**src/sv/pit_pkg.sv**
```systemverilog
// shared types and constants for the interval timer port block
// no dependencies
package pit_pkg;

   localparam logic [21:0] StepNumerator = 22'd2443632;
   localparam logic [16:0] FullCount     = 17'h10000;
   localparam logic [15:0] SpeakerMin    = 16'd36;
   localparam logic [4:0]  DivLastBit    = 5'd21;

   localparam logic [1:0] OpTick  = 2'd0;
   localparam logic [1:0] OpRead  = 2'd1;
   localparam logic [1:0] OpWrite = 2'd2;

   localparam logic [1:0] PortZero    = 2'd0;
   localparam logic [1:0] PortTwo     = 2'd1;
   localparam logic [1:0] PortControl = 2'd2;

   // read/write byte sequencing field of the counter 2 control word
   localparam logic [1:0] RwLatch = 2'd0;
   localparam logic [1:0] RwLow   = 2'd1;
   localparam logic [1:0] RwHigh  = 2'd2;
   localparam logic [1:0] RwBoth  = 2'd3;

   typedef enum logic [1:0] {
      ST_IDLE,
      ST_DIVIDE,
      ST_RESPOND
   } state_type;

   typedef struct packed {
      logic exec;
      logic div_step;
   } cmd_type;

   typedef struct packed {
      logic div_need;
      logic div_last;
   } status_type;

endpackage

```
**src/sv/pit_ctrl.sv**
```systemverilog
// controller state machine for the interval timer port block
// depends on pit_pkg
module pit_ctrl (
   input  logic                clock,
   input  logic                reset,
   input  logic                req_tvalid,
   output logic                req_tready,
   output logic                rsp_tvalid,
   input  logic                rsp_tready,
   input  pit_pkg::status_type status,
   output pit_pkg::cmd_type    cmd
);

   pit_pkg::state_type state_ff, state_in;

   always_ff @(posedge clock) begin
      if (reset) begin
         state_ff <= pit_pkg::ST_IDLE;
      end else begin
         state_ff <= state_in;
      end
   end

   always_comb begin
      state_in = state_ff;
      unique case (state_ff)
         pit_pkg::ST_IDLE: begin
            if (req_tvalid) begin
               state_in = status.div_need ? pit_pkg::ST_DIVIDE : pit_pkg::ST_RESPOND;
            end
         end
         pit_pkg::ST_DIVIDE: begin
            if (status.div_last) begin
               state_in = pit_pkg::ST_RESPOND;
            end
         end
         pit_pkg::ST_RESPOND: begin
            if (rsp_tready) begin
               state_in = pit_pkg::ST_IDLE;
            end
         end
         default: state_in = pit_pkg::ST_IDLE;
      endcase
   end

   always_comb begin
      req_tready   = 1'b0;
      rsp_tvalid   = 1'b0;
      cmd.exec     = 1'b0;
      cmd.div_step = 1'b0;
      unique case (state_ff)
         pit_pkg::ST_IDLE: begin
            req_tready = 1'b1;
            cmd.exec   = req_tvalid;
         end
         pit_pkg::ST_DIVIDE: begin
            cmd.div_step = 1'b1;
         end
         pit_pkg::ST_RESPOND: begin
            rsp_tvalid = 1'b1;
         end
         default: begin
            req_tready = 1'b0;
         end
      endcase
   end

endmodule

```
**src/sv/pit_datapath.sv**
```systemverilog
// counter state, port decode and shared restoring divider
// depends on pit_pkg
module pit_datapath (
   input  logic                clock,
   input  logic                reset,
   input  pit_pkg::cmd_type    cmd,
   output pit_pkg::status_type status,
   input  logic [1:0]          operation,
   input  logic [1:0]          port,
   input  logic [7:0]          data,
   output logic [7:0]          read_data,
   output logic                irq_pulse,
   output logic [16:0]         speaker_step,
   output logic [21:0]         dac_step
);

   logic [16:0] zero_reload_ff, zero_reload_in;
   logic [16:0] zero_buf_ff, zero_buf_in;
   logic [16:0] zero_elapsed_ff, zero_elapsed_in;
   logic [16:0] two_reload_ff, two_reload_in;
   logic [16:0] two_elapsed_ff, two_elapsed_in;
   logic [15:0] two_rlatch_ff, two_rlatch_in;
   logic [15:0] two_wlatch_ff, two_wlatch_in;
   logic [7:0]  two_control_ff, two_control_in;
   logic        two_need_ff, two_need_in;
   logic [16:0] speaker_ff, speaker_in;
   logic [21:0] dac_ff, dac_in;
   logic [7:0]  rdata_ff, rdata_in;
   logic        irq_ff, irq_in;
   // divider
   logic [16:0] rem_ff, rem_in;
   logic [21:0] quo_ff, quo_in;
   logic [16:0] den_ff, den_in;
   logic        tgt_dac_ff, tgt_dac_in;
   logic [4:0]  cnt_ff, cnt_in;

   logic        full_mode;
   logic [15:0] capture;
   logic [15:0] rlatch_eff;
   logic [17:0] rem_sh;
   logic [17:0] rem_sub;
   logic [16:0] zero_diff;
   logic [16:0] zero_v;
   logic [16:0] zero_tick;
   logic [16:0] two_tick;
   logic        start_two;
   logic        div_need;

   always_comb begin
      full_mode = (two_control_ff[3:1] == 3'd0) || (two_control_ff[3:1] == 3'd4);
      capture   = full_mode ? 16'(pit_pkg::FullCount - two_elapsed_ff)
                            : 16'(two_reload_ff - two_elapsed_ff);
      rlatch_eff = two_need_ff ? capture : two_rlatch_ff;
      zero_diff  = zero_reload_ff - zero_elapsed_ff;
      zero_v     = ({1'b0, data, zero_buf_ff[7:0]} == 17'd0) ? pit_pkg::FullCount
                                                            : {1'b0, data, zero_buf_ff[7:0]};
      zero_tick  = zero_elapsed_ff + 17'd1;
      two_tick   = two_elapsed_ff + 17'd1;
      rem_sh     = {rem_ff, quo_ff[21]};
      rem_sub    = rem_sh - {1'b0, den_ff};
   end

   always_comb begin
      zero_reload_in  = zero_reload_ff;
      zero_buf_in     = zero_buf_ff;
      zero_elapsed_in = zero_elapsed_ff;
      two_reload_in   = two_reload_ff;
      two_elapsed_in  = two_elapsed_ff;
      two_rlatch_in   = two_rlatch_ff;
      two_wlatch_in   = two_wlatch_ff;
      two_control_in  = two_control_ff;
      two_need_in     = two_need_ff;
      speaker_in      = speaker_ff;
      dac_in          = dac_ff;
      rdata_in        = rdata_ff;
      irq_in          = irq_ff;
      rem_in          = rem_ff;
      quo_in          = quo_ff;
      den_in          = den_ff;
      tgt_dac_in      = tgt_dac_ff;
      cnt_in          = cnt_ff;
      start_two       = 1'b0;
      div_need        = 1'b0;

      // decode of the incoming word
      if (operation == pit_pkg::OpTick) begin
         if (zero_tick >= zero_reload_ff) begin
            zero_elapsed_in = 17'd0;
            irq_in          = 1'b1;
         end else begin
            zero_elapsed_in = zero_tick;
            irq_in          = 1'b0;
         end
         two_elapsed_in = (two_tick >= two_reload_ff) ? 17'd0 : two_tick;
         rdata_in = 8'd0;
      end else begin
         irq_in   = 1'b0;
         rdata_in = 8'd0;
         if (operation == pit_pkg::OpRead && port == pit_pkg::PortZero) begin
            if (zero_buf_ff[16]) begin
               zero_buf_in = {1'b0, zero_buf_ff[15:8], 8'd0};
               rdata_in    = zero_buf_ff[15:8];
            end else if (zero_elapsed_ff >= zero_reload_ff) begin
               zero_buf_in = 17'h10001;
               rdata_in    = 8'd1;
            end else begin
               zero_buf_in = {1'b1, zero_diff[15:0]};
               rdata_in    = zero_diff[7:0];
            end
         end else if (operation == pit_pkg::OpRead && port == pit_pkg::PortTwo) begin
            two_rlatch_in = rlatch_eff;
            two_need_in   = 1'b0;
            case (two_control_ff[5:4])
               pit_pkg::RwLatch: begin
                  two_need_in       = 1'b1;
                  two_control_in    = two_control_ff | 8'h30;
                  rdata_in          = rlatch_eff[15:8];
               end
               pit_pkg::RwLow: begin
                  two_need_in = 1'b1;
                  rdata_in    = rlatch_eff[7:0];
               end
               pit_pkg::RwHigh: begin
                  two_need_in = 1'b1;
                  rdata_in    = rlatch_eff[15:8];
               end
               default: begin
                  two_control_in = two_control_ff & 8'hCF;
                  rdata_in       = rlatch_eff[7:0];
               end
            endcase
         end else if (operation == pit_pkg::OpWrite && port == pit_pkg::PortZero) begin
            if (zero_buf_ff[16]) begin
               zero_buf_in = {1'b0, data, zero_buf_ff[7:0]};
               if (zero_v != zero_reload_ff) begin
                  zero_reload_in  = zero_v;
                  zero_elapsed_in = 17'd0;
                  div_need        = 1'b1;
                  den_in          = zero_v;
                  tgt_dac_in      = 1'b1;
               end
            end else begin
               zero_buf_in = {1'b1, zero_buf_ff[15:8], data};
            end
         end else if (operation == pit_pkg::OpWrite && port == pit_pkg::PortTwo) begin
            case (two_control_ff[5:4])
               pit_pkg::RwLatch: begin
                  two_wlatch_in  = {data, two_wlatch_ff[7:0]};
                  two_control_in = two_control_ff | 8'h30;
                  start_two      = 1'b1;
               end
               pit_pkg::RwLow: begin
                  two_wlatch_in = {8'd0, data};
                  start_two     = 1'b1;
               end
               pit_pkg::RwHigh: begin
                  two_wlatch_in = {data, 8'd0};
                  start_two     = 1'b1;
               end
               default: begin
                  two_wlatch_in  = {two_wlatch_ff[15:8], data};
                  two_control_in = two_control_ff & 8'hCF;
               end
            endcase
         end else if (operation == pit_pkg::OpWrite && port == pit_pkg::PortControl) begin
            if (data[7] && !data[6]) begin
               if (data[5:4] != pit_pkg::RwLatch) begin
                  two_control_in = data;
               end else begin
                  two_rlatch_in = capture;
                  two_need_in   = 1'b0;
               end
            end
         end
      end

      // counter 2 restart; mode decides the wrap point
      if (start_two) begin
         if (full_mode) begin
            two_reload_in = pit_pkg::FullCount;
         end else begin
            two_reload_in = (two_wlatch_in == 16'd0) ? pit_pkg::FullCount
                                                     : {1'b0, two_wlatch_in};
         end
         two_elapsed_in = 17'd0;
         if (two_wlatch_in > pit_pkg::SpeakerMin) begin
            div_need   = 1'b1;
            den_in     = {1'b0, two_wlatch_in};
            tgt_dac_in = 1'b0;
         end else begin
            speaker_in = 17'd0;
         end
      end

      if (!cmd.exec) begin
         // hold everything the decode computed; only the divider may move
         zero_reload_in  = zero_reload_ff;
         zero_buf_in     = zero_buf_ff;
         zero_elapsed_in = zero_elapsed_ff;
         two_reload_in   = two_reload_ff;
         two_elapsed_in  = two_elapsed_ff;
         two_rlatch_in   = two_rlatch_ff;
         two_wlatch_in   = two_wlatch_ff;
         two_control_in  = two_control_ff;
         two_need_in     = two_need_ff;
         speaker_in      = speaker_ff;
         dac_in          = dac_ff;
         rdata_in        = rdata_ff;
         irq_in          = irq_ff;
         den_in          = den_ff;
         tgt_dac_in      = tgt_dac_ff;
      end else begin
         rem_in = 17'd0;
         quo_in = pit_pkg::StepNumerator;
         cnt_in = 5'd0;
      end

      // one quotient bit per cycle
      if (cmd.div_step) begin
         if (!rem_sub[17]) begin
            rem_in = rem_sub[16:0];
            quo_in = {quo_ff[20:0], 1'b1};
         end else begin
            rem_in = rem_sh[16:0];
            quo_in = {quo_ff[20:0], 1'b0};
         end
         cnt_in = cnt_ff + 5'd1;
         if (cnt_ff == pit_pkg::DivLastBit) begin
            if (tgt_dac_ff) begin
               dac_in = quo_in;
            end else begin
               speaker_in = quo_in[16:0];
            end
         end
      end
   end

   always_ff @(posedge clock) begin
      if (reset) begin
         zero_reload_ff  <= pit_pkg::FullCount;
         zero_buf_ff     <= 17'd0;
         zero_elapsed_ff <= 17'd0;
         two_reload_ff   <= pit_pkg::FullCount;
         two_elapsed_ff  <= 17'd0;
         two_rlatch_ff   <= 16'd0;
         two_wlatch_ff   <= 16'd0;
         two_control_ff  <= 8'd0;
         two_need_ff     <= 1'b0;
         speaker_ff      <= 17'd0;
         dac_ff          <= 22'd0;
         cnt_ff          <= 5'd0;
      end else begin
         zero_reload_ff  <= zero_reload_in;
         zero_buf_ff     <= zero_buf_in;
         zero_elapsed_ff <= zero_elapsed_in;
         two_reload_ff   <= two_reload_in;
         two_elapsed_ff  <= two_elapsed_in;
         two_rlatch_ff   <= two_rlatch_in;
         two_wlatch_ff   <= two_wlatch_in;
         two_control_ff  <= two_control_in;
         two_need_ff     <= two_need_in;
         speaker_ff      <= speaker_in;
         dac_ff          <= dac_in;
         cnt_ff          <= cnt_in;
      end
   end

   always_ff @(posedge clock) begin
      rdata_ff   <= rdata_in;
      irq_ff     <= irq_in;
      rem_ff     <= rem_in;
      quo_ff     <= quo_in;
      den_ff     <= den_in;
      tgt_dac_ff <= tgt_dac_in;
   end

   assign status.div_need = div_need;
   assign status.div_last = (cnt_ff == pit_pkg::DivLastBit);
   assign read_data    = rdata_ff;
   assign irq_pulse    = irq_ff;
   assign speaker_step = speaker_ff;
   assign dac_step     = dac_ff;

endmodule

```
**src/sv/pit_counter_port_emulation.sv**
```systemverilog
// top level of the interval timer port block: counters 0 and 2 behind three byte ports
// depends on pit_pkg, pit_ctrl and pit_datapath
//
// one word in, one word out. a tick, a read or a write that needs no divide shows its
// result the cycle after accept; a write that reloads counter 0 with a new value, or
// starts counter 2 with a latch above 36, runs the shared restoring divider one
// quotient bit per cycle and shows its result once the last quotient bit is in. the
// block takes the next word only after the result has been taken. step outputs show
// the increment registers after the word.
module pit_counter_port_emulation (
   input  logic        clock,
   input  logic        reset,
   // request channel
   input  logic        req_tvalid,
   output logic        req_tready,
   input  logic [7:0]  req_tdata,   // [7:0] data
   input  logic [3:0]  req_tuser,   // [1:0] operation, [3:2] port
   // response channel
   output logic        rsp_tvalid,
   input  logic        rsp_tready,
   output logic [47:0] rsp_tdata    // [7:0] read_data, [8] irq_pulse,
                                    // [25:9] speaker_step, [47:26] dac_step
);

   pit_pkg::cmd_type    cmd;
   pit_pkg::status_type status;
   logic [7:0]          read_data;
   logic                irq_pulse;
   logic [16:0]         speaker_step;
   logic [21:0]         dac_step;

   // sequencing: accept, optional divide, hold result
   pit_ctrl u_ctrl (
      .clock      (clock),
      .reset      (reset),
      .req_tvalid (req_tvalid),
      .req_tready (req_tready),
      .rsp_tvalid (rsp_tvalid),
      .rsp_tready (rsp_tready),
      .status     (status),
      .cmd        (cmd)
   );

   // counters, port decode and divider
   pit_datapath u_datapath (
      .clock        (clock),
      .reset        (reset),
      .cmd          (cmd),
      .status       (status),
      .operation    (req_tuser[1:0]),
      .port         (req_tuser[3:2]),
      .data         (req_tdata),
      .read_data    (read_data),
      .irq_pulse    (irq_pulse),
      .speaker_step (speaker_step),
      .dac_step     (dac_step)
   );

   assign rsp_tdata = {dac_step, speaker_step, irq_pulse, read_data};

endmodule

```
**config.mk**
```make
export PLATFORM = sky130hd
export DESIGN_NAME = pit_counter_port_emulation
export DESIGN_NICKNAME = d
export VERILOG_FILES = /design/src/sv/pit_pkg.sv /design/src/sv/pit_ctrl.sv /design/src/sv/pit_datapath.sv /design/src/sv/pit_counter_port_emulation.sv
export SDC_FILE = /design/constraint.sdc
export NUM_CORES = 1
export LEC_CHECK = 0
export BUFFER_PORTS_ARGS = -buffer_cell sky130_fd_sc_hd__buf_2
export CAP_MARGIN = 20
export CORE_MARGIN = 4
export CORE_UTILIZATION = 50
export CTS_BUF_LIST = sky130_fd_sc_hd__clkbuf_8
export CTS_CLUSTER_SIZE = 28
export DETAILED_ROUTE_END_ITERATION = 8
export PLACE_DENSITY = 0.67
export SKIP_LAST_GASP = 1
export SYNTH_ARGS = -nofsm -noshare
export SYNTH_HDL_FRONTEND = slang
export SYNTH_SLANG_ARGS = --single-unit
export TNS_END_PERCENT = 10
```
**constraint.sdc**
```tcl
create_clock -name clock -period 10.7 [get_ports clock]
set_input_delay 1.605 -clock clock [delete_from_list [all_inputs] [get_ports clock]]
set_output_delay 1.605 -clock clock [all_outputs]
set_load 0.1 [all_outputs]
```
# [Word-level counts from Yosys, hierarchy flattened]
# Cells that the tools add are included.
[word_totals] ff_bits=238 input_bits=16 out_inout_bits=50 elab_cells=204
[op_classes] addsub=7 magnitude_cmp=4 eq_ne=22 n_mux=105 bitwise=3 reduce_logical=42
[ops] operator="2-to-1 mux 17 bit" n=35
[ops] operator="2-to-1 mux 16 bit" n=14
[ops] operator="2-to-1 mux 8 bit" n=11
[ops] operator="greater-or-equal comparator 17 bit" n=3
[ops] operator="case mux 16 bit (3 select lines)" n=1
[ops] operator="2-to-1 mux 22 bit" n=2
[ops] operator="adder 17 x 1 -> 17 bit, second input constant" n=2
[ops] operator="2-to-1 mux 1 bit" n=34
[ops] operator="zero test 16 bit" n=2
[ops] operator="subtractor 16 bit" n=2
[ops] operator="nonzero test 2 bit" n=10
[ops] operator="subtractor 18 x 17 -> 18 bit" n=1
[ops] operator="inequality test 17 bit" n=1
[ops] operator="> comparator 16 x 6 -> 1 bit, second input constant" n=1
[ops] operator="subtractor 1 x 16 -> 16 bit, first input constant" n=1
[ops] operator="AND reduction 7 bit" n=2
[ops] operator="inequality test 2 x 1 -> 1 bit, second input constant" n=6
[ops] operator="case mux 6 bit (2 select lines)" n=1
[ops] operator="AND reduction 6 bit" n=2
[ops] operator="2-to-1 mux 5 bit" n=2
[ops] operator="inequality test 2 bit, second input constant" n=5
[ops] operator="nonzero test 3 bit" n=3
[ops] operator="equality test 2 x 1 -> 1 bit, second input constant" n=4
[ops] operator="equality test 2 bit, second input constant" n=4
[ops] operator="other kinds (18)" n=34

# [Logic depth before layout (Yosys ltp)]
# Gate-level depths: netlist of the first run.
[depth] depth_word=14 mapped_depth=18 mapped_depth_nobuf=16

# [Cells and area by module]
# From an unflattened synthesis of the first run, not the netlist that was laid out.
[unflattened] hier_cells=1613 hier_area_um2=14257.4
[by_module_without_submodules] module="pit_datapath" instances=1 cells_per_inst=1599 area_each_um2=14131.1 seq_area_each_um2=5305.1
[by_module_without_submodules] module="pit_ctrl" instances=1 cells_per_inst=13 area_each_um2=118.9 seq_area_each_um2=40.0
[by_module_without_submodules] module="pit_counter_port_emulation" instances=1 cells_per_inst=1 area_each_um2=7.5 seq_area_each_um2=0.0

# [Worst setup path before layout of the first run]
# OpenSTA, ideal clock, no wires.
[synth_timing] path_type="reg-to-reg" start="reg u_ctrl.state_ff[1]" end="reg u_datapath.den_ff[0] (enable)" setup_time_ps=402 arrival_ps=3559 t_required_ps=10298 path_slack_ps=6739 path_stages_with_launch=6 n_path_buf=2 period_less_slack_ps=3961 cell_sequence="dfxtp_1 > nor2_1 > nand2_1 > inv_1 > clkbuf_1 > buf_1"
[synth_rtl] item="from (decl)" line="pit_ctrl.sv:14" source="pit_pkg::state_type state_ff, state_in;"
[synth_rtl] item="from (signal assigned)" line="pit_ctrl.sv:18" source="state_ff <= pit_pkg::ST_IDLE;"
[synth_rtl] item="from (signal assigned)" line="pit_ctrl.sv:20" source="state_ff <= state_in;"
[synth_rtl] item="to (signal assigned)" line="pit_datapath.sv:273" source="den_ff <= den_in;"
[synth_rtl] item="to (decl)" line="pit_datapath.sv:33" source="logic [16:0] den_ff, den_in;"

# [Final worst setup path of the first run]
[layout_timing] start="reg u_datapath.zero_elapsed_ff[2]" end="reg u_datapath.zero_elapsed_ff[12]"
[layout_between] elab_chain_cells=4
[layout_rtl] item="from (decl)" line="pit_datapath.sv:19" source="logic [16:0] zero_elapsed_ff, zero_elapsed_in;"
[layout_rtl] item="from (signal assigned)" line="pit_datapath.sv:255" source="zero_elapsed_ff <= zero_elapsed_in;"
[layout_rtl] item="adder 17 x 1 -> 17 bit (*)" line="pit_datapath.sv:57" source="zero_tick = zero_elapsed_ff + 17'd1;"
[layout_rtl] item="greater-or-equal comparator 17 bit" line="pit_datapath.sv:87" source="if (zero_tick >= zero_reload_ff) begin"
[layout_rtl] item="2-to-1 mux 17 bit (*)" line="pit_datapath.sv:87"
[layout_rtl] item="2-to-1 mux 17 bit (*)" line="pit_datapath.sv:86" source="if (operation == pit_pkg::OpTick) begin"
# Mark *: on every way between the ends. The rest lies on a longest branch, timed or not.
# A chain may end at the register's enable or synchronous reset.

==> flow_metrics.env, run 1 <==
export IMPL_async_reset_ff_frac=0
export IMPL_hold_viol=0
export IMPL_fmax_mhz=245
export IMPL_nets=1831
export IMPL_cts_made_buffers=42
export IMPL_insertion_delay_ps=570
export IMPL_syn_area_per_cell_um2=8.47
export IMPL_clock_skew_ps=21.8
export IMPL_grt_pass1_wl_um=61100
export IMPL_arrival_ps=4560
export IMPL_grt_total_usage=0.239
export IMPL_grt_pass1_vias=11658
export IMPL_drt_wl_total_um=37800
export IMPL_hold_buffers=0
export IMPL_synth_enable_flop_cells=66
export IMPL_cts_root_buffer="clkbuf_8"
export IMPL_finalWeightedCongestion=0.906
export IMPL_vdd_drop_max_mv=0.124
export IMPL_critPathMaxFanout=19
export IMPL_slew_headroom=0.246
export IMPL_path_common_cell="nand3_1"
export IMPL_cp_cell_sequence="nand3_1 > nor2_1 > or4b_2 > nor2_1 > nand2_1 > xnor2_1 > ha_1 > nand3_1 > nor3_1 > o21ai_0 > nand3_1 > a21oi_1 > a21bo_2 > o21ai_0 > a31oi_1"
export IMPL_endpoint_kind="flip-flop"
export IMPL_slew_violations=0
export IMPL_setup_viol=0
export IMPL_first_pass_iters=5
export IMPL_start_util=0.508
export IMPL_cts_tree="built"
export IMPL_syn_inst=1667
export IMPL_rrSetupSlack_ps=6620
export IMPL_placedCellCount=2039
export IMPL_grt_ovfl_total=0
export IMPL_rows=61
export IMPL_first_iter_violations=926
export IMPL_cts_setup_buffers=0
export IMPL_ioPinCount=66
export IMPL_clkTransAtPathRegs_ps=60
export IMPL_ys_warn_count=0
export IMPL_required_ps=11180
export IMPL_r2r_cells=15
export IMPL_area_growth_pct=9.88
export IMPL_cts_sinks=234
export IMPL_hp_class="flip-flop to flip-flop"
export IMPL_crit_reg2reg_capture="u_datapath.zero_elapsed_ff[12]"
export IMPL_route_detailed_drc=0
export IMPL_r2r_start="u_datapath.zero_elapsed_ff[2]"
export IMPL_synth_cell_types=84
export IMPL_core_um2=27800
export IMPL_vias_per_cell=5.83
export IMPL_max_stage_delay_ps=740
export IMPL_worstSetupStartpointType="flip-flop"
export IMPL_criticalPathCategory="flip-flop to flip-flop"
export IMPL_period_needed_ps=4080
export IMPL_holdWs_ps=450
export IMPL_postCtsResizedCells=0
export IMPL_stdcell_count=2119
export IMPL_die_y_um=176
export IMPL_critPathLaunch="u_datapath.zero_elapsed_ff[2]"
export IMPL_die_w_um=176
export IMPL_pwr_density_cell_nw_per_um2=132
export IMPL_vias=12350
export IMPL_synth_nets=1791
export IMPL_synth_ff_type="dfxtp_1"
export IMPL_antenna_found_initial=1
export IMPL_worstMarginPinSlew_ps=1130
export IMPL_dp_hpwl_um=27200
export IMPL_detail_route_wl_per_cell_um=17.9
export IMPL_fin_setup_tns_ps=0
export IMPL_yosysSeqAreaShare=0.379
export IMPL_fin_crit_sh=0.381
export IMPL_grt_max_degree=84
export IMPL_rsz0062_at_grt="false"
export IMPL_dieArea_um2=31000
export IMPL_drive_gt1_frac=0.0983
export IMPL_syn_area_um2=14100
export IMPL_ant_nets=0
export IMPL_synth_seq_cells=234
export IMPL_maxCapViolCount=0
export IMPL_outcome="completed"
export IMPL_crit_path_end="u_datapath.zero_elapsed_ff[12]"
export IMPL_io_buffers=65
export IMPL_clockBufferDepth=3
export IMPL_p_leak_nw=6.08
export IMPL_slowest_stage="or4b_2"
export IMPL_htree_levels=2
-- worst max-delay path, delay by kind of cell (launching register included) --
family / cells / cell delay (ps)
and+or+nand+nor: 8 / 1720
AOI/OAI and AO/OA: 5 / 1230
DFF: 1 / 470
adders and majority gates: 1 / 320
xor gates and xnor gates: 1 / 230
-- report_power, final --
group | internal, mW | switching (mW) | total, mW
registers | 0.936 | 0.0204 | 0.957
logic | 0.0939 | 0.180 | 0.273
clock network | 0.430 | 0.391 | 0.821
total | 1.46 | 0.591 | 2.05
-- cells in the mapped netlist, types with 5 or more instances --
cell      number  area share
a32oi_1        8      0.0050
nand2b_1      17      0.0075
a21o_1        15      0.0080
a211oi_1      22       0.012
o211ai_1       8      0.0043
o41ai_1        5      0.0031
mux2_2         9      0.0072
clkbuf_1      59       0.016
or3_1         11      0.0049
xor2_1        26       0.016
a21oi_1      129       0.046
inv_1         99       0.026
a31oi_1       28       0.012
nand2_1      210       0.056
o31ai_1        8      0.0043
a22o_1        17       0.011
nor2_1       164       0.044
xnor2_1       53       0.033
nand3b_1       8      0.0043
o21a_1        19       0.010
buf_2         14      0.0050
edfxtp_1      66        0.14
a311oi_1       5      0.0031
nand3_1       28      0.0099
dfxtp_1      168        0.24
ha_1         105       0.093
and2_1        23       0.010
nor2b_1       19      0.0084
nor3_1        45       0.016
a22oi_1       44       0.023
o21ai_0       76       0.027
nand4_1       15      0.0066
nor4_1        15      0.0066
o21ai_1        5      0.0018
a221oi_1       8      0.0050
mux2i_1       10      0.0071
and3_1        13      0.0058
o21bai_1       6      0.0032
-- kinds of logic (layout without fill, tap and decap cells) --
logic type,count (synthesis),count (layout),synth area share
mux,20,20,0.0159
flops,234,234,0.379
xor+xnor,80,80,0.0510
simple gates,590,590,0.193
buf+inv,180,252,0.0507
compound gates,455,455,0.214
fa+ha+maj,108,108,0.0973
other cells,0,2,0
-- cell type report --
type	count	area, um^2
diodes	2	5.00
clock buffers	50	688
clock inverters	26	135
fillers	2596	12300
inverters	99	372
multi-input cells	1253	8070
flip-flops and latches	234	5350
well taps	378	473
repair buffers	77	425
-- routing by layer --
| metal | routed length [um] | GRT usage | vias up |
|---|---|---|---|
| li1 | - | - | 6067 |
| met1 | 17300 | 0.324 | 5842 |
| met2 | 17800 | 0.398 | 370 |
| met3 | 1880 | 0.0328 | 71 |
| met4 | 911 | 0.0734 | 0 |
| met5 | 0 | 0 | - |
-- metrics by stage --
stage	power [mW]	util	worst slack, ps	instance area [um^2]
floorplan	1.18	-	6740	14100
global placement	1.24	0.528	6550	14700
detailed placement	1.24	0.528	6460	14700
CTS	2.07	0.557	6660	15500
global route	2.15	0.558	6380	15500
finish	2.05	0.558	6620	15500
-- state kept, by name, indices dropped and copies added, names as in the netlist --
register                    flops
u_datapath.irq_pulse            1
u_datapath.two_rlatch_ff       16
u_datapath.cnt_ff               5
u_datapath.speaker_step        17
u_datapath.tgt_dac_ff           1
u_datapath.read_data            8
u_datapath.dac_step            22
u_datapath.den_ff              17
u_datapath.zero_buf_ff         17
u_datapath.two_need_ff          1
u_datapath.rem_ff              17
u_datapath.two_reload_ff       17
u_datapath.quo_ff              22
u_datapath.two_wlatch_ff       16
u_ctrl.state_ff                 2
u_datapath.zero_elapsed_ff     17
u_datapath.two_elapsed_ff      17
u_datapath.two_control_ff       4
u_datapath.zero_reload_ff      17
-- how the worst min path moves through the flow --
stage	start	end	cells past startpoint
6_report	u_datapath.two_rlatch_ff[11]	u_datapath.two_rlatch_ff[11]	2
2_1_floorplan	u_datapath.two_reload_ff[16]	u_datapath.two_reload_ff[16]	1
4_1_cts	u_datapath.two_rlatch_ff[14]	u_datapath.two_rlatch_ff[14]	2
3_3_place_gp	u_datapath.two_reload_ff[16]	u_datapath.two_reload_ff[16]	1
5_1_grt	u_datapath.two_reload_ff[14]	u_datapath.two_reload_ff[14]	2
3_5_place_dp	u_datapath.dac_step[5]	u_datapath.dac_step[5]	2
-- cells in the final DEF (no fill, tap or decap), types with 17 or more instances in the layout --
| cell | count |
|---|---|
| xor2_1 | 26 |
| a211oi_1 | 22 |
| dfxtp_1 | 168 |
| nand3_1 | 28 |
| inv_1 | 115 |
| a22o_1 | 17 |
| xnor2_1 | 53 |
| ha_1 | 105 |
| o21a_1 | 19 |
| nor3_1 | 43 |
| and2_1 | 23 |
| a21oi_1 | 129 |
| a31oi_1 | 28 |
| edfxtp_1 | 66 |
| nor2b_1 | 18 |
| buf_2 | 64 |
| o21ai_0 | 76 |
| a22oi_1 | 44 |
| nor2_1 | 164 |
| nand2b_1 | 17 |
| clkbuf_8 | 50 |
| nand2_1 | 210 |
(Power assumes the default switching activity.)
==> run 2, diff against run 1 <==
==> constraint.sdc (replaced) <==
create_clock -name clock -period 4.05 [get_ports clock]
set_input_delay 0.6075 -clock clock [delete_from_list [all_inputs] [get_ports clock]]
set_output_delay 0.6075 -clock clock [all_outputs]
set_load 0.1 [all_outputs]
==> run 2 against run 1 <==
Against the previous run:
- maximum frequency increased by 8.2%
- register-to-register slack got worse by 6300 ps
- cell count grew 0.33%
- hold slack lost 110 ps
- clock power rose to 2.5 times the previous value
- clock-buffer cell count down 4
==> flow_metrics.env, run 2 (same netlist as run 1, synthesis figures left out) <==
export IMPL_outcome="completed"
export IMPL_endpoint_kind="flip-flop"
export IMPL_first_pass_iters=5
export IMPL_filler_cell_count=2655
export IMPL_first_iter_violations=996
export IMPL_grt_max_degree=50
export IMPL_min_to="u_ctrl.state_ff[1]"
export IMPL_hp_class="primary input to flip-flop"
export IMPL_hp_start="req_tvalid"
export IMPL_critPathMaxFanout=24
export IMPL_rsz0062_at_grt="false"
export IMPL_area_growth_pct=10.0
export IMPL_maxCapViolCount=0
export IMPL_ant_nets=0
export IMPL_cp_cell_sequence="and4_1 > nand2_1 > nor2_1 > nand3_1 > nor3_1 > nand3_1 > xnor2_1 > ha_1 > a311oi_1 > a211o_1 > a31o_2 > and3_1 > a22o_1"
export IMPL_pwr_density_cell_nw_per_um2=341
export IMPL_cts_made_buffers=40
export IMPL_dp_hpwl_um=27100
export IMPL_fin_crit_sh=0.930
export IMPL_die_w_um=176
export IMPL_final_cell_mix="nand2_1 (210), dfxtp_1 (168), nor2_1 (164)"
export IMPL_io_buffers=65
export IMPL_critPathBufInv=0
export IMPL_cts_sinks=234
export IMPL_clockBufferDepth=3
export IMPL_ioPinCount=66
export IMPL_htree_levels=2
export IMPL_grt_ovfl_total=0
export IMPL_fmax_mhz=265
export IMPL_max_stage_delay_ps=510
export IMPL_cts_setup_buffers=0
export IMPL_slowest_stage="nor3_1"
export IMPL_place_ws_ps=363
export IMPL_path_common_cell="nand3_1"
export IMPL_worstSetupStartpointType="flip-flop"
export IMPL_total_power_mw=5.30
export IMPL_vias=12374
export IMPL_rows=61
export IMPL_dieArea_um2=31000
export IMPL_period_needed_ps=3770
export IMPL_cts_tree="built"
export IMPL_crit_reg2reg_capture="u_datapath.two_elapsed_ff[3]"
export IMPL_stdcell_count=2126
export IMPL_rrSetupSlack_ps=280
export IMPL_setup_viol=0
export IMPL_finalWeightedCongestion=0.958
export IMPL_nets=1840
export IMPL_p_leak_nw=6.10
export IMPL_worstMarginPinSlew_ps=822
export IMPL_grt_pass1_vias=11736
export IMPL_placedCellCount=2052
export IMPL_clock_skew_ps=17.9
export IMPL_slew_headroom=0.451
export IMPL_drive_gt1_frac=0.101
export IMPL_insertion_delay_ps=550
export IMPL_grt_total_usage=0.237
export IMPL_fin_setup_tns_ps=0
export IMPL_hold_depth=3
export IMPL_antenna_found_initial=2
export IMPL_drt_wl_total_um=37900
export IMPL_r2r_cells=13
export IMPL_hold_viol=0
export IMPL_arrival_ps=4260
export IMPL_cts_root_buffer="clkbuf_8"
export IMPL_route_detailed_drc=0
export IMPL_die_y_um=176
export IMPL_cp_top_family="simple AND/OR/NAND/NOR gates"
export IMPL_vias_per_cell=5.82
export IMPL_required_ps=4540
export IMPL_start_util=0.508
export IMPL_detail_route_wl_per_cell_um=17.8
export IMPL_criticalPathCategory="flip-flop to flip-flop"
export IMPL_layout_commonest_cell="nand2_1"
export IMPL_layout_setup_ws_ps=283
export IMPL_r2r_start="u_datapath.two_elapsed_ff[3]"
export IMPL_core_um2=27800
export IMPL_finish_utilization=0.559
export IMPL_clkTransAtPathRegs_ps=60
export IMPL_vdd_drop_max_mv=0.293
export IMPL_grt_pass1_wl_um=60700
export IMPL_slew_violations=0
[run 2: worst max-delay path by stage]
| stage | start | end | slack [ps] | depth (start not counted) |
|---|---|---|---|---|
| floorplan | u_ctrl.state_ff[1] | u_datapath.den_ff[0] | 90 | 5 |
| global placement | u_datapath.zero_elapsed_ff[2] | u_datapath.zero_elapsed_ff[5] | 460 | 15 |
| detailed placement | u_datapath.two_elapsed_ff[3] | u_datapath.two_elapsed_ff[3] | 360 | 13 |
| CTS | u_datapath.two_elapsed_ff[3] | u_datapath.two_elapsed_ff[3] | 330 | 13 |
| global route | u_datapath.two_elapsed_ff[2] | u_datapath.two_elapsed_ff[3] | 30 | 13 |
| finish | u_datapath.two_elapsed_ff[3] | u_datapath.two_elapsed_ff[3] | 280 | 13 |
[run 2: per-layer routing]
layer  global-route usage  wire length, um
met4               0.0770             1110
met2                0.379            17300
met3               0.0293             1820
met5                    0                0
met1                0.336            17700
[run 2: cell type report]
type | count | area [um^2] | area share
Inverter | 99 | 372 | 0.0239
Sequential cell | 234 | 5350 | 0.344
Tap cell | 378 | 473 | 0.0305
Antenna cell | 2 | 5.00 | 0.000322
Clock buffer | 46 | 633 | 0.0408
Clock inverter | 26 | 129 | 0.00830
Timing Repair Buffer | 88 | 500 | 0.0322
Multi-Input combinational cell | 1253 | 8070 | 0.520
[run 2: metrics by stage]
stage                     area [um^2]  hold WS [ps]
after floorplan                 14100           427
after global placement          14800           438
after detailed placement        14800           444
after CTS                       15500           317
after global routing            15500           343
final                           15500           340
[run 2: report_power, final]
| group | internal, mW | total (mW) | switching, mW |
|---|---|---|---|
| clock | 1.05 | 2.06 | 1.01 |
| sequential | 2.47 | 2.52 | 0.0471 |
| combinational | 0.254 | 0.726 | 0.471 |
[run 2: tightest hold or removal path: cells and delay by family]
kind | cells | cell delay, ps
buf+inv | 1 | 100
compound gates | 1 | 60
simple gates | 1 | 70
[run 2: timing repair]
| action | CTS | global route |
|---|---|---|
| resized for setup | 0 | 1 |
| hold buffers | 0 | 0 |
| setup endpoints to repair | 0 | 1 |
